==> src/rtl/dqb_pkg.sv <==
`default_nettype none
// ----------------------------------------------------------------------------
// dqb_pkg
// Shared types, constants and helpers of the DNS query builder.
// ----------------------------------------------------------------------------
package dqb_pkg;

  localparam int unsigned MaxMessageDefault = 512;
  localparam int unsigned MaxLabelDefault   = 63;
  localparam int unsigned QueueDepthDefault = 4;

  localparam int unsigned HeaderLen  = 12;
  localparam logic [7:0]  DotChar    = 8'h2E;
  localparam logic [7:0]  NulChar    = 8'h00;

  // beat index of the back end: 0..11 header, then length/char, then trailer
  localparam logic [4:0] BeatHdrLast = 5'd11;
  localparam logic [4:0] BeatSingle  = 5'd12;
  localparam logic [4:0] BeatTail0   = 5'd13;
  localparam logic [4:0] BeatTailEnd = 5'd17;

  // one queue entry: what the back end has to write for one input beat
  typedef struct packed {
    logic        hdr;         // write the 12-byte header first
    logic [15:0] id;
    logic        single_v;    // one char or label length write
    logic [8:0]  single_off;
    logic [7:0]  single_val;
    logic        tail_v;      // terminator and QTYPE/QCLASS
    logic [9:0]  tail_len;    // total length; trailer sits at tail_len-5
    logic        err;
  } cmd_t;

  function automatic logic [7:0] hdr_byte(input logic [3:0] idx, input logic [15:0] id);
    logic [7:0] b;
    b = 8'h00;
    unique case (idx)
      4'd0:    b = id[7:0];
      4'd1:    b = id[15:8];
      4'd2:    b = 8'h01;
      4'd5:    b = 8'h01;
      default: b = 8'h00;
    endcase
    return b;
  endfunction

endpackage
`default_nettype wire

==> src/rtl/dqb_front.sv <==
`default_nettype none
// ----------------------------------------------------------------------------
// dqb_front
// Takes name characters, tracks label position and count, queues write jobs.
// ----------------------------------------------------------------------------
module dqb_front #(
  parameter int unsigned MAX_MESSAGE = dqb_pkg::MaxMessageDefault,
  parameter int unsigned MAX_LABEL   = dqb_pkg::MaxLabelDefault
) (
  input  wire logic          clk_i,
  input  wire logic          rst_ni,
  input  wire logic          in_valid_i,
  output logic               in_ready_o,
  input  wire logic          mode_i,
  input  wire logic [7:0]    char_i,
  input  wire logic [15:0]   id_i,
  input  wire logic          full_i,
  output logic               push_o,
  output dqb_pkg::cmd_t      cmd_o
);

  localparam int unsigned LW = $clog2(MAX_MESSAGE + 1);
  localparam int unsigned SW = (LW > 10) ? LW : 10;
  localparam int unsigned CW = SW + 1;
  localparam logic [CW-1:0] MaxC = CW'(MAX_MESSAGE);
  localparam logic [SW-1:0] HdrC = SW'(dqb_pkg::HeaderLen);

  logic          open_q, open_d;
  logic [SW-1:0] slot_q, slot_d;
  logic [5:0]    count_q, count_d;
  logic          err_q, err_d;

  logic          first, is_end, accept;
  logic [SW-1:0] base;
  logic [5:0]    cnt;
  logic [CW-1:0] cnt_w, next, pos, s_end, len_end;

  assign in_ready_o = !full_i;
  assign accept     = in_valid_i & in_ready_o;

  always_comb begin
    first   = !open_q;
    base    = first ? HdrC : slot_q;
    cnt     = first ? 6'd0 : count_q;
    cnt_w   = CW'(cnt);
    is_end  = mode_i | (char_i == dqb_pkg::NulChar);
    next    = CW'(base) + cnt_w + CW'(1);
    pos     = next;
    s_end   = CW'(base) + ((cnt != 6'd0) ? cnt_w + CW'(1) : CW'(0));
    len_end = s_end + CW'(5);

    open_d  = 1'b1;
    slot_d  = base;
    count_d = cnt;
    err_d   = first ? 1'b0 : err_q;

    cmd_o            = '0;
    cmd_o.hdr        = first;
    cmd_o.id         = id_i;
    cmd_o.single_off = base[8:0];
    cmd_o.single_val = {2'b00, cnt};

    if (is_end) begin
      cmd_o.single_v = (cnt != 6'd0);
      cmd_o.tail_v   = 1'b1;
      cmd_o.tail_len = len_end[9:0];
      open_d         = 1'b0;
      slot_d         = HdrC;
      count_d        = 6'd0;
    end else if (char_i == dqb_pkg::DotChar) begin
      if (next + CW'(5) > MaxC) begin
        err_d = 1'b1;
      end else begin
        cmd_o.single_v = 1'b1;
        slot_d         = next[SW-1:0];
        count_d        = 6'd0;
      end
    end else begin
      if ((cnt >= 6'(MAX_LABEL)) || (pos + CW'(6) > MaxC)) begin
        err_d = 1'b1;
      end else begin
        cmd_o.single_v   = 1'b1;
        cmd_o.single_off = pos[8:0];
        cmd_o.single_val = char_i;
        count_d          = cnt + 6'd1;
      end
    end
    cmd_o.err = err_d;
  end

  // a dropped character or dot with nothing else to do queues no job
  assign push_o = accept & (first | cmd_o.single_v | is_end);

  always_ff @(posedge clk_i or negedge rst_ni) begin
    if (!rst_ni) begin
      open_q  <= 1'b0;
      slot_q  <= HdrC;
      count_q <= 6'd0;
      err_q   <= 1'b0;
    end else if (accept) begin
      open_q  <= open_d;
      slot_q  <= slot_d;
      count_q <= count_d;
      err_q   <= err_d;
    end
  end

endmodule
`default_nettype wire

==> src/rtl/dqb_queue.sv <==
`default_nettype none
// ----------------------------------------------------------------------------
// dqb_queue
// Small job queue between front and back end.
// ----------------------------------------------------------------------------
module dqb_queue #(
  parameter int unsigned DEPTH = dqb_pkg::QueueDepthDefault
) (
  input  wire logic          clk_i,
  input  wire logic          rst_ni,
  input  wire logic          push_i,
  input  wire dqb_pkg::cmd_t wdata_i,
  output logic               full_o,
  input  wire logic          pop_i,
  output logic               avail_o,
  output dqb_pkg::cmd_t      rdata_o
);

  localparam int unsigned PW = (DEPTH > 1) ? $clog2(DEPTH) : 1;
  localparam int unsigned NW = $clog2(DEPTH + 1);

  dqb_pkg::cmd_t mem_q [DEPTH];
  logic [PW-1:0] wr_q, rd_q;
  logic [NW-1:0] num_q;

  assign full_o  = (num_q == NW'(DEPTH));
  assign avail_o = (num_q != '0);
  assign rdata_o = mem_q[rd_q];

  always_ff @(posedge clk_i) begin
    if (push_i) begin
      mem_q[wr_q] <= wdata_i;
    end
  end

  always_ff @(posedge clk_i or negedge rst_ni) begin
    if (!rst_ni) begin
      wr_q  <= '0;
      rd_q  <= '0;
      num_q <= '0;
    end else begin
      if (push_i) begin
        wr_q <= (wr_q == PW'(DEPTH - 1)) ? '0 : wr_q + PW'(1);
      end
      if (pop_i) begin
        rd_q <= (rd_q == PW'(DEPTH - 1)) ? '0 : rd_q + PW'(1);
      end
      if (push_i && !pop_i) begin
        num_q <= num_q + NW'(1);
      end else if (!push_i && pop_i) begin
        num_q <= num_q - NW'(1);
      end
    end
  end

endmodule
`default_nettype wire

==> src/rtl/dqb_back.sv <==
`default_nettype none
// ----------------------------------------------------------------------------
// dqb_back
// Expands queued jobs into byte writes, one beat per cycle, output register.
// ----------------------------------------------------------------------------
module dqb_back (
  input  wire logic          clk_i,
  input  wire logic          rst_ni,
  input  wire logic          avail_i,
  input  wire dqb_pkg::cmd_t cmd_i,
  output logic               pop_o,
  output logic               out_valid_o,
  input  wire logic          out_ready_i,
  output logic [8:0]         out_off_o,
  output logic [7:0]         out_val_o,
  output logic               out_last_o,
  output logic [9:0]         out_len_o,
  output logic               out_err_o
);

  logic       started_q;
  logic [4:0] idx_q;
  logic [4:0] cur, nxt;
  logic       done, fire;
  logic [2:0] ti;
  logic [9:0] toff;
  logic [8:0] b_off;
  logic [7:0] b_val;
  logic       b_last;
  logic [9:0] b_len;

  logic       valid_q;
  logic [8:0] off_q;
  logic [7:0] val_q;
  logic       last_q;
  logic [9:0] len_q;
  logic       err_q;

  always_comb begin
    if (started_q) begin
      cur = idx_q;
    end else if (cmd_i.hdr) begin
      cur = 5'd0;
    end else if (cmd_i.single_v) begin
      cur = dqb_pkg::BeatSingle;
    end else begin
      cur = dqb_pkg::BeatTail0;
    end

    nxt  = cur + 5'd1;
    done = 1'b0;
    priority if (cur < dqb_pkg::BeatHdrLast) begin
      done = 1'b0;
    end else if (cur == dqb_pkg::BeatHdrLast) begin
      if (cmd_i.single_v) begin
        nxt = dqb_pkg::BeatSingle;
      end else if (cmd_i.tail_v) begin
        nxt = dqb_pkg::BeatTail0;
      end else begin
        done = 1'b1;
      end
    end else if (cur == dqb_pkg::BeatSingle) begin
      done = !cmd_i.tail_v;
    end else begin
      done = (cur >= dqb_pkg::BeatTailEnd);
    end

    // trailer: terminator, QTYPE 0,1, QCLASS 0,1
    ti     = 3'(cur - dqb_pkg::BeatTail0);
    toff   = cmd_i.tail_len + 10'(ti) - 10'd5;
    b_last = 1'b0;
    b_len  = 10'd0;
    priority if (cur <= dqb_pkg::BeatHdrLast) begin
      b_off = 9'(cur);
      b_val = dqb_pkg::hdr_byte(cur[3:0], cmd_i.id);
    end else if (cur == dqb_pkg::BeatSingle) begin
      b_off = cmd_i.single_off;
      b_val = cmd_i.single_val;
    end else begin
      b_off  = toff[8:0];
      b_val  = ((ti == 3'd2) || (ti == 3'd4)) ? 8'h01 : 8'h00;
      b_last = (ti == 3'd4);
      b_len  = (ti == 3'd4) ? cmd_i.tail_len : 10'd0;
    end
  end

  assign fire  = avail_i & (!valid_q | out_ready_i);
  assign pop_o = fire & done;

  always_ff @(posedge clk_i or negedge rst_ni) begin
    if (!rst_ni) begin
      started_q <= 1'b0;
      idx_q     <= 5'd0;
      valid_q   <= 1'b0;
    end else begin
      if (fire) begin
        started_q <= !done;
        idx_q     <= nxt;
      end
      valid_q <= fire | (valid_q & !out_ready_i);
    end
  end

  always_ff @(posedge clk_i) begin
    if (fire) begin
      off_q  <= b_off;
      val_q  <= b_val;
      last_q <= b_last;
      len_q  <= b_len;
      err_q  <= cmd_i.err;
    end
  end

  assign out_valid_o = valid_q;
  assign out_off_o   = off_q;
  assign out_val_o   = val_q;
  assign out_last_o  = last_q;
  assign out_len_o   = len_q;
  assign out_err_o   = err_q;

endmodule
`default_nettype wire

==> src/rtl/dns_query_builder.sv <==
`default_nettype none
// Path: an item's beats pass the job queue, then the output register, to m_axis.
// Throughput: a write beat per cycle unless m_axis stalls, an input beat per cycle
//   while the job queue has room. Each item's k writes (k <= 17) hold the expander.
// Reset: asynchronous, clears name state, job queue and output register;
//   no clearing pass, ready for input straight after reset.
// ----------------------------------------------------------------------------
// dns_query_builder
// Encodes a dotted domain name into a DNS query message as byte writes.
// ----------------------------------------------------------------------------
module dns_query_builder #(
  parameter int unsigned MAX_MESSAGE = dqb_pkg::MaxMessageDefault,
  parameter int unsigned MAX_LABEL   = dqb_pkg::MaxLabelDefault,
  parameter int unsigned QUEUE_DEPTH = dqb_pkg::QueueDepthDefault
) (
  input  wire logic        clk_i,
  input  wire logic        rst_ni,
  input  wire logic        s_axis_tvalid,
  output logic             s_axis_tready,
  input  wire logic [23:0] s_axis_tdata,  // name_char[7:0], query_id[23:8]
  input  wire logic        s_axis_tuser,  // mode
  output logic             m_axis_tvalid,
  input  wire logic        m_axis_tready,
  // write_offset[8:0], write_value[16:9], message_length[26:17],
  // overflow_error[27], zero[31:28]
  output logic [31:0]      m_axis_tdata,
  output logic             m_axis_tlast   // run_last
);

  logic          push, full, pop, avail;
  dqb_pkg::cmd_t wcmd, rcmd;
  logic [8:0]    off;
  logic [7:0]    val;
  logic [9:0]    len;
  logic          err;

  dqb_front #(
    .MAX_MESSAGE (MAX_MESSAGE),
    .MAX_LABEL   (MAX_LABEL)
  ) u_front (
    .clk_i      (clk_i),
    .rst_ni     (rst_ni),
    .in_valid_i (s_axis_tvalid),
    .in_ready_o (s_axis_tready),
    .mode_i     (s_axis_tuser),
    .char_i     (s_axis_tdata[7:0]),
    .id_i       (s_axis_tdata[23:8]),
    .full_i     (full),
    .push_o     (push),
    .cmd_o      (wcmd)
  );

  dqb_queue #(
    .DEPTH (QUEUE_DEPTH)
  ) u_queue (
    .clk_i   (clk_i),
    .rst_ni  (rst_ni),
    .push_i  (push),
    .wdata_i (wcmd),
    .full_o  (full),
    .pop_i   (pop),
    .avail_o (avail),
    .rdata_o (rcmd)
  );

  dqb_back u_back (
    .clk_i       (clk_i),
    .rst_ni      (rst_ni),
    .avail_i     (avail),
    .cmd_i       (rcmd),
    .pop_o       (pop),
    .out_valid_o (m_axis_tvalid),
    .out_ready_i (m_axis_tready),
    .out_off_o   (off),
    .out_val_o   (val),
    .out_last_o  (m_axis_tlast),
    .out_len_o   (len),
    .out_err_o   (err)
  );

  assign m_axis_tdata = {4'b0000, err, len, val, off};

endmodule
`default_nettype wire
==> config.mk <==
export PLATFORM = sky130hd
export DESIGN_NAME = dns_query_builder
export DESIGN_NICKNAME = d
export VERILOG_FILES = /design/src/rtl/dqb_pkg.sv /design/src/rtl/dqb_front.sv /design/src/rtl/dqb_queue.sv /design/src/rtl/dqb_back.sv /design/src/rtl/dns_query_builder.sv
export SDC_FILE = /design/constraint.sdc
export NUM_CORES = 1
export LEC_CHECK = 0
export BUFFER_PORTS_ARGS = -buffer_cell sky130_fd_sc_hd__clkbuf_2
export CAP_MARGIN = 20
export CORE_UTILIZATION = 33
export CTS_CLUSTER_DIAMETER = 120
export CTS_CLUSTER_SIZE = 20
export DETAILED_ROUTE_END_ITERATION = 10
export MAX_ROUTING_LAYER = met4
export PLACE_DENSITY = 0.5
export SETUP_SLACK_MARGIN = 0.2
export SLEW_MARGIN = 20
export SYNTH_ARGS = -nofsm -noshare
export SYNTH_HDL_FRONTEND = slang
export SYNTH_SLANG_ARGS = --single-unit
export TNS_END_PERCENT = 20
==> constraint.sdc <==
create_clock -name clk_i -period 6.05 [get_ports clk_i]
set_clock_uncertainty 0.1 [all_clocks]
set_input_delay 0 -clock clk_i [delete_from_list [all_inputs] [get_ports clk_i]]
set_output_delay 0 -clock clk_i [all_outputs]
set_load 0.1 [all_outputs]
* Word level (Yosys, flattened, before mapping)
Memory sizes are Yosys's and may differ from the RTL's.
Cells that the tools add are included.
** Word-level totals
- Bits in registers :: 61
- Memory bits (writable) :: 188
- Input bits :: 29
- Output and inout bits :: 35
- Logic and storage cells :: 128
- Memories kept :: 1
** Memory list
- u_queue.mem_q :: depth 4, bits a word 47, read ports 1, clocked after Yosys merged registers in 0, write ports 1, RTL line dqb_queue.sv:22 : dqb_pkg::cmd_t mem_q [DEPTH];
** Cells by class
- $add $sub $neg :: 16
- Magnitude comparators :: 6
- Eq/ne operators :: 11
- Mux-type cells :: 47
- Bitwise logic cells :: 11
- Reductions and logical operators :: 20
** Operator list (count)
- 10-bit two-way mux :: 5
- 5-bit two-way mux :: 7
- 17-bit two-way mux :: 2
- 6-bit two-way mux :: 5
- 8-bit case mux with 3 select lines :: 1
- 11-bit by 3-bit adder with 11-bit output, second input constant :: 2
- 11-bit by 10-bit greater-than comparator with 1-bit output, second input constant :: 2
- 1-bit two-way mux :: 18
- 18-bit two-way mux :: 1
- 8-bit two-way mux :: 2
- 10-bit by 6-bit adder with 11-bit output :: 1
- 11-bit by 1-bit adder with 11-bit output, second input constant :: 1
- 11-bit two-way mux :: 1
- 10-bit adder :: 1
- 10-bit by 3-bit adder with 10-bit output, second input constant :: 1
- 5-bit by 4-bit == test with 1-bit output, second input constant :: 2
- 9-bit by 3-bit adder with 9-bit output :: 1
- 9-bit two-way mux :: 1
- 9-bit by 3-bit subtractor with 9-bit output, second input constant :: 1
- 8-bit by 6-bit == test with 1-bit output, second input constant :: 1
- 1-bit zero test :: 8
- 8-bit zero test :: 1
- 6-bit by 1-bit adder with 7-bit output, second input constant :: 1
- 6-bit by 1-bit adder with 6-bit output, second input constant :: 1
- other kinds (28) :: 44

* Longest topological paths before layout
Gate-level depths: netlist (run 1).
- Depth in word-level cells :: 16
- Mapped depth :: 25
- Mapped depth without buffers :: 22

* Hierarchy
Synthesis (run 1) repeated with hierarchy kept, for this count alone.
** Unflattened totals
- Cells, all modules :: 882
- Area, all modules :: 12439.4 um2
** By module, submodules not included
- dqb_queue :: times used 1, cells an instance 283, area an instance 7221.9 um2
- dqb_front :: times used 1, cells an instance 361, area an instance 2824.0 um2
- dqb_back :: times used 1, cells an instance 232, area an instance 2352.3 um2
- dns_query_builder :: times used 1, cells an instance 6, area an instance 41.3 um2

* Least setup slack after synthesis (run 1)
OpenSTA, ideal clock, no wires.
- Path type :: register to register
- Start :: reg u_front.open_q
- End :: mem u_queue.mem_q[0][0] in the netlist's numbering (enable)
- Setup time :: 0.410 ns
- Data arrival time :: 5.116 ns
- Required time :: 5.540 ns
- Setup slack :: 0.425 ns
- Stages on the path, launching flop included :: 18
- Clock period less this slack :: 5.625 ns
- Cells stage by stage :: dfrtp_1 buf_2 buf_2 clkbuf_1 clkbuf_1 and2_1 ha_1 buf_4 a41o_1 and2_4 a311o_1 or2_4 nor4_4 nor3b_1 o211ai_2 a21oi_4 or3_1 and3_1
** Between the ends
- Longest elaborated chain between the ends :: 14
- Elaborated cells between the ends (all ways) :: 21
- Those cells by class :: add/sub (4); order compare (3); mux (8); bitwise (3); reduce/logical (3)
** RTL lines
- start: declaration :: RTL line dqb_front.sv:28 : logic open_q, open_d;
- start signal: assignment :: RTL line dqb_front.sv:101 : open_q <= open_d;
- 10-bit two-way mux / 6-bit two-way mux (equally long branches) :: RTL line dqb_front.sv:43, dqb_front.sv:44
- 10-bit by 6-bit adder with 11-bit output :: RTL line dqb_front.sv:47 : next = CW'(base) + cnt_w + CW'(1);
- 11-bit by 1-bit adder with 11-bit output :: RTL line dqb_front.sv:47
- 11-bit by 3-bit adder with 11-bit output :: RTL line dqb_front.sv:79 : if ((cnt >= 6'(MAX_LABEL)) || (pos + CW'(6) > MaxC)) begin
- 11-bit by 10-bit greater-than comparator with 1-bit output :: RTL line dqb_front.sv:79
- 1-bit logical OR :: RTL line dqb_front.sv:79
- 18-bit two-way mux :: RTL line dqb_front.sv:79
- 1-bit two-way mux :: RTL line dqb_front.sv:70 : end else if (char_i == dqb_pkg::DotChar) begin
- 1-bit two-way mux :: RTL line dqb_front.sv:63 : if (is_end) begin
- 1-bit bitwise OR * (2 in series) :: RTL line dqb_front.sv:92 : assign push_o = accept & (first | cmd_o.single_v | is_end);
- 1-bit bitwise AND * :: RTL line dqb_front.sv:92
- 1-bit two-way mux * :: RTL line dqb_queue.sv:31 : if (push_i) begin
- 1-bit two-way mux (not written as such) * :: RTL line dqb_queue.sv:32 : mem_q[wr_q] <= wdata_i;
- end: declaration :: RTL line dqb_queue.sv:22
Every way passes the cells marked *; elsewhere a longest branch is shown, timed or not.

* Final worst setup path (run 1)
- Start :: reg u_front.open_q
- End :: reg u_queue.num_q[2]
** Between the ends
- Longest elaborated chain between the ends :: 15
- Elaborated cells between the ends (all ways) :: 24
- Those cells by class :: add/sub (4); order compare (3); mux (7); bitwise (3); reduce/logical (7)
** RTL lines
- 10-bit two-way mux / 6-bit two-way mux (equally long branches) :: RTL line dqb_front.sv:43, dqb_front.sv:44
- 10-bit by 6-bit adder with 11-bit output :: RTL line dqb_front.sv:47
- 11-bit by 1-bit adder with 11-bit output :: RTL line dqb_front.sv:47
- 11-bit by 3-bit adder with 11-bit output :: RTL line dqb_front.sv:79
- 11-bit by 10-bit greater-than comparator with 1-bit output :: RTL line dqb_front.sv:79
- 1-bit logical OR :: RTL line dqb_front.sv:79
- 18-bit two-way mux :: RTL line dqb_front.sv:79
- 1-bit two-way mux :: RTL line dqb_front.sv:70
- 1-bit two-way mux :: RTL line dqb_front.sv:63
- 1-bit bitwise OR * (2 in series) :: RTL line dqb_front.sv:92
- 1-bit bitwise AND * :: RTL line dqb_front.sv:92
- named net push :: RTL line dns_query_builder.sv:30 : logic push, full, pop, avail;
- 1-bit zero test :: RTL line dqb_queue.sv:50 : end else if (!push_i && pop_i) begin
- 1-bit logical AND :: RTL line dqb_queue.sv:50
- 2-bit nonzero test (no line)
- end signal: assignment :: RTL line dqb_queue.sv:49 : num_q <= num_q + NW'(1);
- end signal: assignment :: RTL line dqb_queue.sv:51 : num_q <= num_q - NW'(1);
- end: declaration :: RTL line dqb_queue.sv:24 : logic [NW-1:0] num_q;
Mark *: on every way through the listed nets, which the timed path passes. The rest lies on a longest branch.
A chain may end at the register's enable or synchronous reset.

==> impl_metrics.yaml, run 1 <==
die:
  io-pin-count: 64
  coreArea_sq_mm: 0.0356
  fp.dieW_um: 192
  num_rows: 69
  die_y_um: 192
  initial_utilization_pct: 33.5
  dieArea_sq_mm: 0.0368
synthesis:
  yosysMostFrequentCell: "edfxtp_1"
  async_reset_ff_share_pct: 12.9
  netlist_area_sq_mm: 0.0119
  synth_area_leaders: "edfxtp_1 (55%), mux4_2 (8.9%), dfrtp_1 (6.3%)"
  yosysTopAreaCell: "edfxtp_1"
  synth-main-ff-cell: "edfxtp_1"
  synth_seq_area_share_pct: 61.5
  synth_top_area_share_pct: 54.8
  synth_common_cells: "edfxtp_1 (217), nand2_1 (56), inv_1 (51)"
  postSynthAreaPerCell_sq_um: 14.3
  yosys_warnings: 0
  synth_edf_count: 217
  synth_cell_types: 75
  ys_ff_latch: 249
  postSynthCellCount: 831
placement:
  numPortBuffers: 59
  placedCellCount: 1328
  place_congestion: 0.870
  dpl.hpwl_um: 18500
timing:
  drv_slew: 0
  worst_pin_slew_ns: 1.01
  rsz0062_at_grt: "no"
  hold_violations: 0
  fin_tns_setup_ns: 0
  slew_headroom_pct: 32.7
  setup_viol: 0
  period_needed_ns: 5.21
  fmax_ghz: 0.192
  fin_crit_sh_pct: 86.2
cells_and_area:
  drive_gt1_share_pct: 19.0
  area_delta_synth_final_pct: 13.5
  insertedDiodeCount: 0
  layout.nets: 987
  instances_no_fill: 1382
min_path:
  hold_class: "input port to flop"
route:
  drt_iter0_drc: 505
  drt_pass1_iterations: 5
  drt_drc_violations_left: 0
  via_per_inst: 5.09
  vias: 7036
  wl_per_cell_um: 19.7
  antenna_left: 0
  drt-total-wl_um: 27300
pwr:
  irDropWorstVdd_mv: 0.470
  p_leak_uw: 0.00492
  p_per_area_mw_per_mm2: 499
clock_network:
  path_clk_slew_ns: 0.09
  cts_root_buffer: "clkbuf_16"
  cts_tree: "done"
  worstSkewPairLatency_ns: 0.49
  post_cts_resized: 0
  clockBufferDepth: 3
  clock-sinks: 249
  cts_buffers: 16
  htree_levels: 1
  postCtsSetupBuffers: 0
critical_path:
  startpoint_type: "flop"
  crit_path_max_incr_delay_ns: 0.55
  path_class: "flop to flop"
  crit_slowest_cell: "xnor2_2"
  cp.required_ns: 6.36
  endpoint_kind: "flop"
  cp_data_arrival_time_ns: 5.53
  cp_max_fo: 27
  cp_cell_sequence: "buf_4 -> nand2_1 -> ha_1 -> nand4_1 -> o211ai_2 -> xnor2_2 -> a21oi_1 -> or3_1 -> a2111oi_1 -> o22a_1 -> and2_2 -> o31ai_4 -> buf_4 -> inv_1 -> ha_1 -> inv_1 -> fa_1 -> xor2_1 -> nor2_1 -> xor2_1"
run_status:
  outcome: "finished, final reports clean"
grt:
  grt.overflow.total: 0
  grt_max_degree: 48
  grt_use_total_pct: 15.7
  antenna_found_initial: 0
  grt_pass1_wl_um: 42100
  grt_pass1_vias: 7018
run:
  drv_cap: 0
layout by cell type, fill, tap and decap left out, types with 12 or more instances in the layout:
master | synthesis | routed
a21oi_1 | 37 | 36
and2_1 | 17 | 17
buf_4 | 7 | 12
clkbuf_16 | 0 | 16
clkbuf_2 | 0 | 59
dfrtp_1 | 30 | 28
dlygate4sd3_1 | 0 | 26
edfxtp_1 | 217 | 217
ha_1 | 44 | 44
inv_1 | 51 | 51
mux4_2 | 47 | 47
nand2_1 | 56 | 56
nand3_1 | 15 | 15
nor2_1 | 40 | 40
nor3_1 | 12 | 12
nor4_1 | 13 | 13
o21ai_0 | 29 | 29
xnor2_1 | 27 | 27
critical path, delay by kind of cell (launching register included):
family	cells	cell delay [ns]
adder cells (fa/ha/maj)	3	0.89
AO/OA/AOI/OAI	5	1.08
buffers and inverters	4	0.65
flip-flops	1	0.51
XOR/XNOR	3	0.88
AND/OR/NAND/NOR	5	1.03
per-layer routing:
| metal | global-route usage (%) | part of all wire (%) | vias up |
|---|---|---|---|
| li1 | - | - | 3308 |
| met5 | - | 0 | - |
| met2 | 24.1 | 46 | 154 |
| met3 | 2.36 | 4.6 | 29 |
| met4 | 3.14 | 1.3 | 0 |
| met1 | 22.0 | 48 | 3545 |
stage by stage:
| stage | utilization (%) | hold slack [ns] | area (sq um) | setup slack (ns) | total power (uW) |
|---|---|---|---|---|---|
| floorplan | - | -0.396 | 11900 | 0.425 | 4950 |
| global placement | 35.9 | 0.112 | 12800 | 1.04 | 5730 |
| detailed placement | 35.9 | 0.116 | 12800 | 0.893 | 5730 |
| CTS | 38.0 | 0.0561 | 13500 | 0.867 | 6830 |
| global route | 38.0 | 0.121 | 13500 | 0.342 | 7150 |
| finish | 38.0 | 0.0872 | 13500 | 0.836 | 6730 |
worst paths after layout:
check,end,from,cells after the start,slack [ns]
min in group asynchronous,u_front.slot_q[8]$_DFFE_PN0P_,rst_ni,2,0.11
worst min register to register,u_front.slot_q[4]$_DFFE_PN0P_,u_front.slot_q[4]$_DFFE_PN0P_,1,0.39
worst min-delay path,u_queue.mem_q[0][15]$_DFFE_PP_,s_axis_tdata[3],3,0.09
worst max-delay path,u_queue.num_q[2]$_DFFE_PN0P_,u_front.open_q$_DFFE_PN0P_,20,0.84
max in group asynchronous,u_queue.rd_q[0]$_DFFE_PN0P_,rst_ni,2,5.00
worst max register to register,u_queue.num_q[2]$_DFFE_PN0P_,u_front.open_q$_DFFE_PN0P_,20,0.84
registers in the layout, summed over array words and instances, names as in the netlist, 2 cells and up:
signal	count
u_back.out_val_o	8
u_back.idx_q	5
u_back.out_len_o	10
u_queue.wr_q	2
u_queue.mem_q	188
u_front.slot_q	10
u_queue.rd_q	2
u_queue.num_q	3
u_back.out_off_o	9
u_front.count_q	6
area by class of cell:
class / instances / area (sq um)
inverter: 53 / 199
tap: 461 / 577
sequential: 249 / 7320
clock buffer: 26 / 438
timing repair buffer: 101 / 726
multi-input combinational: 490 / 4210
clock inverter: 2 / 32.5
fill: 3380 / 22100
cells by family after synthesis:
family	share of synthesized area (%)
flip-flops	61.5
AND/OR/NAND/NOR	8.28
AO/OA/AOI/OAI	8.55
buffers and inverters	3.37
multiplexers	10.4
adder cells (fa/ha/maj)	5.13
XOR/XNOR	2.71
other	0.0315
report_power, final:
| group | switching, uW | internal, uW | total [uW] | leakage [uW] |
|---|---|---|---|---|
| Combinational | 2110 | 1010 | 3130 | 0.00228 |
| Clock | 565 | 510 | 1070 | 0.000223 |
| Sequential | 156 | 2380 | 2530 | 0.00242 |
| Total | 2830 | 3900 | 6730 | 0.00492 |
timing repair:
action	CTS	global route
endpoints found under the hold margin	125	0
hold buffers	26	0
endpoints found under the setup margin	0	0
Note: power is estimated with default switching activity, not from simulation.
==> run 2, diff against run 1 <==
CELL_PAD_IN_SITES_DETAIL_PLACEMENT = 0   (was unset)
CELL_PAD_IN_SITES_GLOBAL_PLACEMENT = 1   (was unset)
PLACE_DENSITY = 0.57   (was 0.5)
==> impl_metrics.yaml, run 2 (synthesis gave the netlist of run 1 again) <==
pwr:
  irDropWorstVdd_mv: 0.447
  p_sw_share_pct: 41.7
  seqPwrFrac_pct: 37.4
  p_switching_uw: 2840
  pwr-share-clk_pct: 16.6
  pwr-share-comb_pct: 46.0
  p_leak_uw: 0.00496
  p_per_area_mw_per_mm2: 502
  internal_power_uw: 3980
die:
  num_rows: 69
  dieArea_sq_mm: 0.0368
  initial_utilization_pct: 33.5
  fp.dieW_um: 192
  die_y_um: 192
  io-pin-count: 64
  coreArea_sq_mm: 0.0356
cells_and_area:
  final_cell_mix: "edfxtp_1 (217), clkbuf_2 (59), nand2_1 (56), inv_1 (51), mux4_2 (47)"
  postLayoutCellArea_sq_mm: 0.0136
  insertedDiodeCount: 0
  layout.nets: 990
  area_delta_synth_final_pct: 14.1
  drive_gt1_share_pct: 19.4
  largest-register: "u_queue.mem_q"
  fin_util_pct: 38.2
  final_common_cell: "edfxtp_1"
  instances_no_fill: 1385
  largest_reg_flops: 188
min_path:
  hold_class: "input port to asynchronous set/reset pin"
run_status:
  outcome: "finished, final reports clean"
route:
  drt_pass1_iterations: 7
  drt_iter0_drc: 528
  vias: 7014
  antenna_left: 0
  via_per_inst: 5.06
  drt_drc_violations_left: 0
  wl_per_cell_um: 20.4
  drt-total-wl_um: 28200
critical_path:
  crit_start: "u_front.open_q$_DFFE_PN0P_"
  path_class: "flop to flop"
  r2r_slack_ns: 0.83
  endpoint_kind: "flop"
  ff2ff_path_depth: 22
  cp_max_fo: 26
  r2r_start: "u_front.open_q$_DFFE_PN0P_"
  crit_end: "u_queue.num_q[2]$_DFFE_PN0P_"
  startpoint_type: "flop"
  cp_data_arrival_time_ns: 5.52
  cp.required_ns: 6.35
  timing.rr.end: "u_queue.num_q[2]$_DFFE_PN0P_"
timing:
  layout_setup_ws_ns: 0.831
  setup_viol: 0
  rsz0062_at_grt: "no"
  period_needed_ns: 5.22
  fin_tns_setup_ns: 0
  hold_violations: 0
  fin_crit_sh_pct: 86.3
  drv_slew: 0
  worst_pin_slew_ns: 1.03
  slew_headroom_pct: 31.4
  fmax_ghz: 0.192
clock_network:
  worstSkewPairLatency_ns: 0.50
  postCtsSetupBuffers: 0
  cts_buffers: 16
  cts_root_buffer: "clkbuf_16"
  htree_levels: 1
  clockBufferDepth: 3
  clock-sinks: 249
  cts_tree: "done"
  path_clk_slew_ns: 0.10
grt:
  grt_pass1_wl_um: 43500
  grt_max_degree: 48
  grt_pass1_vias: 7193
  grt_use_total_pct: 16.1
  antenna_found_initial: 0
  grt.overflow.total: 0
placement:
  dpl.hpwl_um: 19600
  place_ws_ns: 0.680
  place_congestion: 0.835
  placedCellCount: 1330
  numPortBuffers: 59
  dpl_cell_area_sq_mm: 0.0128
run:
  drv_cap: 0
run 2: power groups by stage:
stage | registers [uW] | logic (uW) | clock network (uW)
after CTS | 2560 | 3190 | 1180
after global routing | 2600 | 3440 | 1230
after floorplan | 3150 | 1800 | 0
after detailed placement | 2600 | 3170 | 0
final | 2550 | 3140 | 1130
after global placement | 2590 | 3180 | 0
run 2: stage by stage:
| step | hold WS, ns | total power, uW |
|---|---|---|
| 2_1_floorplan | -0.396 | 4950 |
| 3_5_place_dp | 0.105 | 5770 |
| 3_3_place_gp | 0.106 | 5770 |
| 6_report | 0.0812 | 6820 |
| 4_1_cts | 0.0889 | 6930 |
| 5_1_grt | 0.110 | 7270 |
run 2: how the worst min path moves through the flow:
| stage | startpoint | to | depth (start not counted) |
|---|---|---|---|
| finish | rst_ni | u_front.err_q$_DFFE_PN0P_ | 2 |
| global route | s_axis_tuser | u_queue.mem_q[3][18]$_DFFE_PP_ | 4 |
| CTS | s_axis_tuser | u_front.slot_q[7]$_DFFE_PN0P_ | 6 |
| detailed placement | rst_ni | u_queue.num_q[0]$_DFFE_PN0P_ | 1 |
| global placement | rst_ni | u_queue.num_q[0]$_DFFE_PN0P_ | 1 |
| floorplan | rst_ni | u_back.idx_q[0]$_DFFE_PN0P_ | 0 |
run 2: layout make-up:
type                    instances  area (sq um)
fillers                      3418         22000
flip-flops and latches        249          7330
multi-input cells             490          4210
repair buffers                104           776
well taps                     461           577
clock buffers                  26           459
inverters                      53           199
clock inverters                 2          38.8
run 2: metal layers:
| metal | global-route usage [%] | wire length, um | vias to the layer above |
|---|---|---|---|
| met1 | 22.5 | 13500 | 3562 |
| met5 | - | 0 | - |
| met4 | 3.94 | 515 | 0 |
| met2 | 25.2 | 13300 | 115 |
| met3 | 1.79 | 931 | 26 |
| li1 | - | - | 3311 |
run 2: what timing repair did:
action / in CTS / in global routing
resized for setup: 0 / 1
hold endpoints to repair: 129 / 0
setup endpoints to repair: 0 / 2
hold buffers: 27 / 0
run 2: worst max-delay path, cell delays in order (launching register included):
cell and delay [ns]:
dfrtp_2 0.58, and2_1 0.24, inv_1 0.12, ha_1 0.19, inv_1 0.05, ha_1 0.19
a21oi_1 0.24, nand2_1 0.15, o21ai_2 0.45, xnor2_1 0.20, or3_1 0.38, a2111oi_1 0.39
o22a_1 0.25, and2_2 0.23, o31ai_4 0.06, buf_4 0.19, inv_1 0.06, ha_1 0.17
inv_1 0.06, fa_1 0.37, xor2_1 0.17, nor2_1 0.11, xor2_1 0.15
==> run 3, diff against run 2 <==
==> constraint.sdc (replaced) <==
create_clock -name clk_i -period 6.05 [get_ports clk_i]
set_clock_uncertainty 0.1 [all_clocks]
set_input_delay 0.605 -clock clk_i [delete_from_list [all_inputs] [get_ports clk_i]]
set_output_delay 0.605 -clock clk_i [all_outputs]
set_load 0.1 [all_outputs]
==> impl_metrics.yaml, run 3 (synthesis gave the netlist of run 1 again) <==
cells_and_area:
  fin_util_pct: 37.4
  final_cell_mix: "edfxtp_1 (217), clkbuf_2 (59), nand2_1 (56), inv_1 (51), mux4_2 (47)"
  fillers: 3430
  area_delta_synth_final_pct: 11.9
  instances_no_fill: 1358
  largest_reg_flops: 188
  drive_gt1_share_pct: 20.0
  largest-register: "u_queue.mem_q"
  final_common_cell: "edfxtp_1"
  multi_input_area_sq_mm: 0.00421
  layout.nets: 963
  regArea_sq_mm: 0.00733
  insertedDiodeCount: 0
timing:
  period_needed_ns: 5.24
  hold_ws_ns: 0.141
  fmax_ghz: 0.191
  slew_headroom_pct: 32.3
  setup_viol: 0
  rsz0062_at_grt: "no"
  worst_pin_slew_ns: 1.01
  fin_crit_sh_pct: 86.6
  fin_tns_setup_ns: 0
  hold_violations: 0
  drv_slew: 0
grt:
  grt_max_degree: 48
  antenna_found_initial: 0
  grt_pass1_wl_um: 43200
  grt_use_total_pct: 16.0
  grt.overflow.total: 0
  grt_pass1_vias: 7078
critical_path:
  endpoint_kind: "flop"
  ff2ff_path_depth: 22
  cp.required_ns: 6.35
  timing.rr.end: "u_queue.num_q[2]$_DFFE_PN0P_"
  r2r_slack_ns: 0.81
  startpoint_type: "flop"
  crit_start: "u_front.open_q$_DFFE_PN0P_"
  cp_max_fo: 26
  path_class: "flop to flop"
  r2r_start: "u_front.open_q$_DFFE_PN0P_"
  cp_data_arrival_time_ns: 5.54
route:
  drt-total-wl_um: 28100
  drt_drc_violations_left: 0
  drt_pass1_iterations: 5
  antenna_left: 0
  drt_iter0_drc: 514
  vias: 6954
  wl_per_cell_um: 20.7
  via_per_inst: 5.12
pwr:
  p_sw_share_pct: 41.7
  pwr-share-clk_pct: 16.6
  pwr-share-comb_pct: 45.9
  irDropWorstVdd_mv: 0.447
  seqPwrFrac_pct: 37.5
  p_leak_uw: 0.00485
  p_switching_uw: 2840
  p_per_area_mw_per_mm2: 511
  internal_power_uw: 3970
die:
  die_y_um: 192
  initial_utilization_pct: 33.5
  fp.dieW_um: 192
  coreArea_sq_mm: 0.0356
  io-pin-count: 64
  num_rows: 69
  dieArea_sq_mm: 0.0368
min_path:
  hold_class: "input port to asynchronous set/reset pin"
clock_network:
  cts_root_buffer: "clkbuf_16"
  htree_levels: 1
  cts_buffers: 16
  clock-sinks: 249
  clockBufferDepth: 3
  worstSkewPairLatency_ns: 0.51
  cts_tree: "done"
  path_clk_slew_ns: 0.10
run:
  drv_cap: 0
placement:
  place_congestion: 0.835
  numPortBuffers: 59
  dpl.hpwl_um: 19600
  placedCellCount: 1330
run_status:
  outcome: "finished, final reports clean"
==> run 3: cell types whose count changed in the layout (fill, tap and decap cells not counted), sizes merged <==
cell and change:
dlygate4sd3 -27
==> run 3: how the worst max path moves through the flow <==
stage / end / slack [ns] / cells after the start
floorplan: u_queue.mem_q[0][0]$_DFFE_PP_ / 0.42 / 17
global placement: u_queue.num_q[2]$_DFFE_PN0P_ / 0.77 / 22
detailed placement: u_queue.num_q[2]$_DFFE_PN0P_ / 0.68 / 19
CTS: u_queue.num_q[2]$_DFFE_PN0P_ / 0.60 / 20
global route: u_queue.num_q[2]$_DFFE_PN0P_ / 0.40 / 22
finish: u_queue.num_q[2]$_DFFE_PN0P_ / 0.81 / 22
==> run 3: power groups by stage <==
stage          Sequential (uW)  Combinational [uW]  Clock [uW]
6_report                  2560                3120        1130
5_1_grt                   2600                3420        1230
4_1_cts                   2560                3180        1180
3_5_place_dp              2600                3170           0
3_3_place_gp              2590                3180           0
2_1_floorplan             3150                1800           0
==> run 3: what timing repair did <==
item,in CTS,in global routing
setup buffers,0,0
setup endpoints to repair,0,2
gates resized for setup,0,1
hold buffers,0,0
==> run 3: per-stage QoR <==
| step | total power [uW] | cell area, sq um | worst slack [ns] |
|---|---|---|---|
| 4_1_cts | 6920 | 13300 | 0.602 |
| 3_3_place_gp | 5770 | 12800 | 0.770 |
| 6_report | 6810 | 13300 | 0.812 |
| 5_1_grt | 7250 | 13300 | 0.404 |
| 2_1_floorplan | 4950 | 11900 | 0.425 |
| 3_5_place_dp | 5770 | 12800 | 0.680 |
==> run 3: worst max-delay path, stage by stage (launching register included) <==
cell and delay (ns):
dfrtp_2 0.59, and2_1 0.24, inv_1 0.12, ha_1 0.19, inv_1 0.05, ha_1 0.18
a21oi_1 0.24, nand2_1 0.15, o21ai_2 0.45, xnor2_1 0.20, or3_1 0.38, a2111oi_1 0.39
o22a_1 0.25, and2_2 0.24, o31ai_4 0.06, buf_4 0.19, inv_1 0.06, ha_1 0.17
inv_1 0.06, fa_1 0.37, xor2_1 0.17, nor2_1 0.11, xor2_1 0.15
==> run 3: routing by layer <==
metal  vias up  GRT usage (%)  routed length, um
met5         -              -                  0
met4         0           3.94                567
met3        30           1.79                939
met2       115           24.7              13000
met1      3547           22.6              13600
li1       3262              -                  -
==> run 3: layout make-up <==
cell class | instances | share of cell area, %
sequential | 249 | 55.0
multi-input combinational | 490 | 31.6
tap | 461 | 4.33
timing repair buffer | 77 | 3.80
clock buffer | 26 | 3.45
inverter | 53 | 1.49
clock inverter | 2 | 0.291
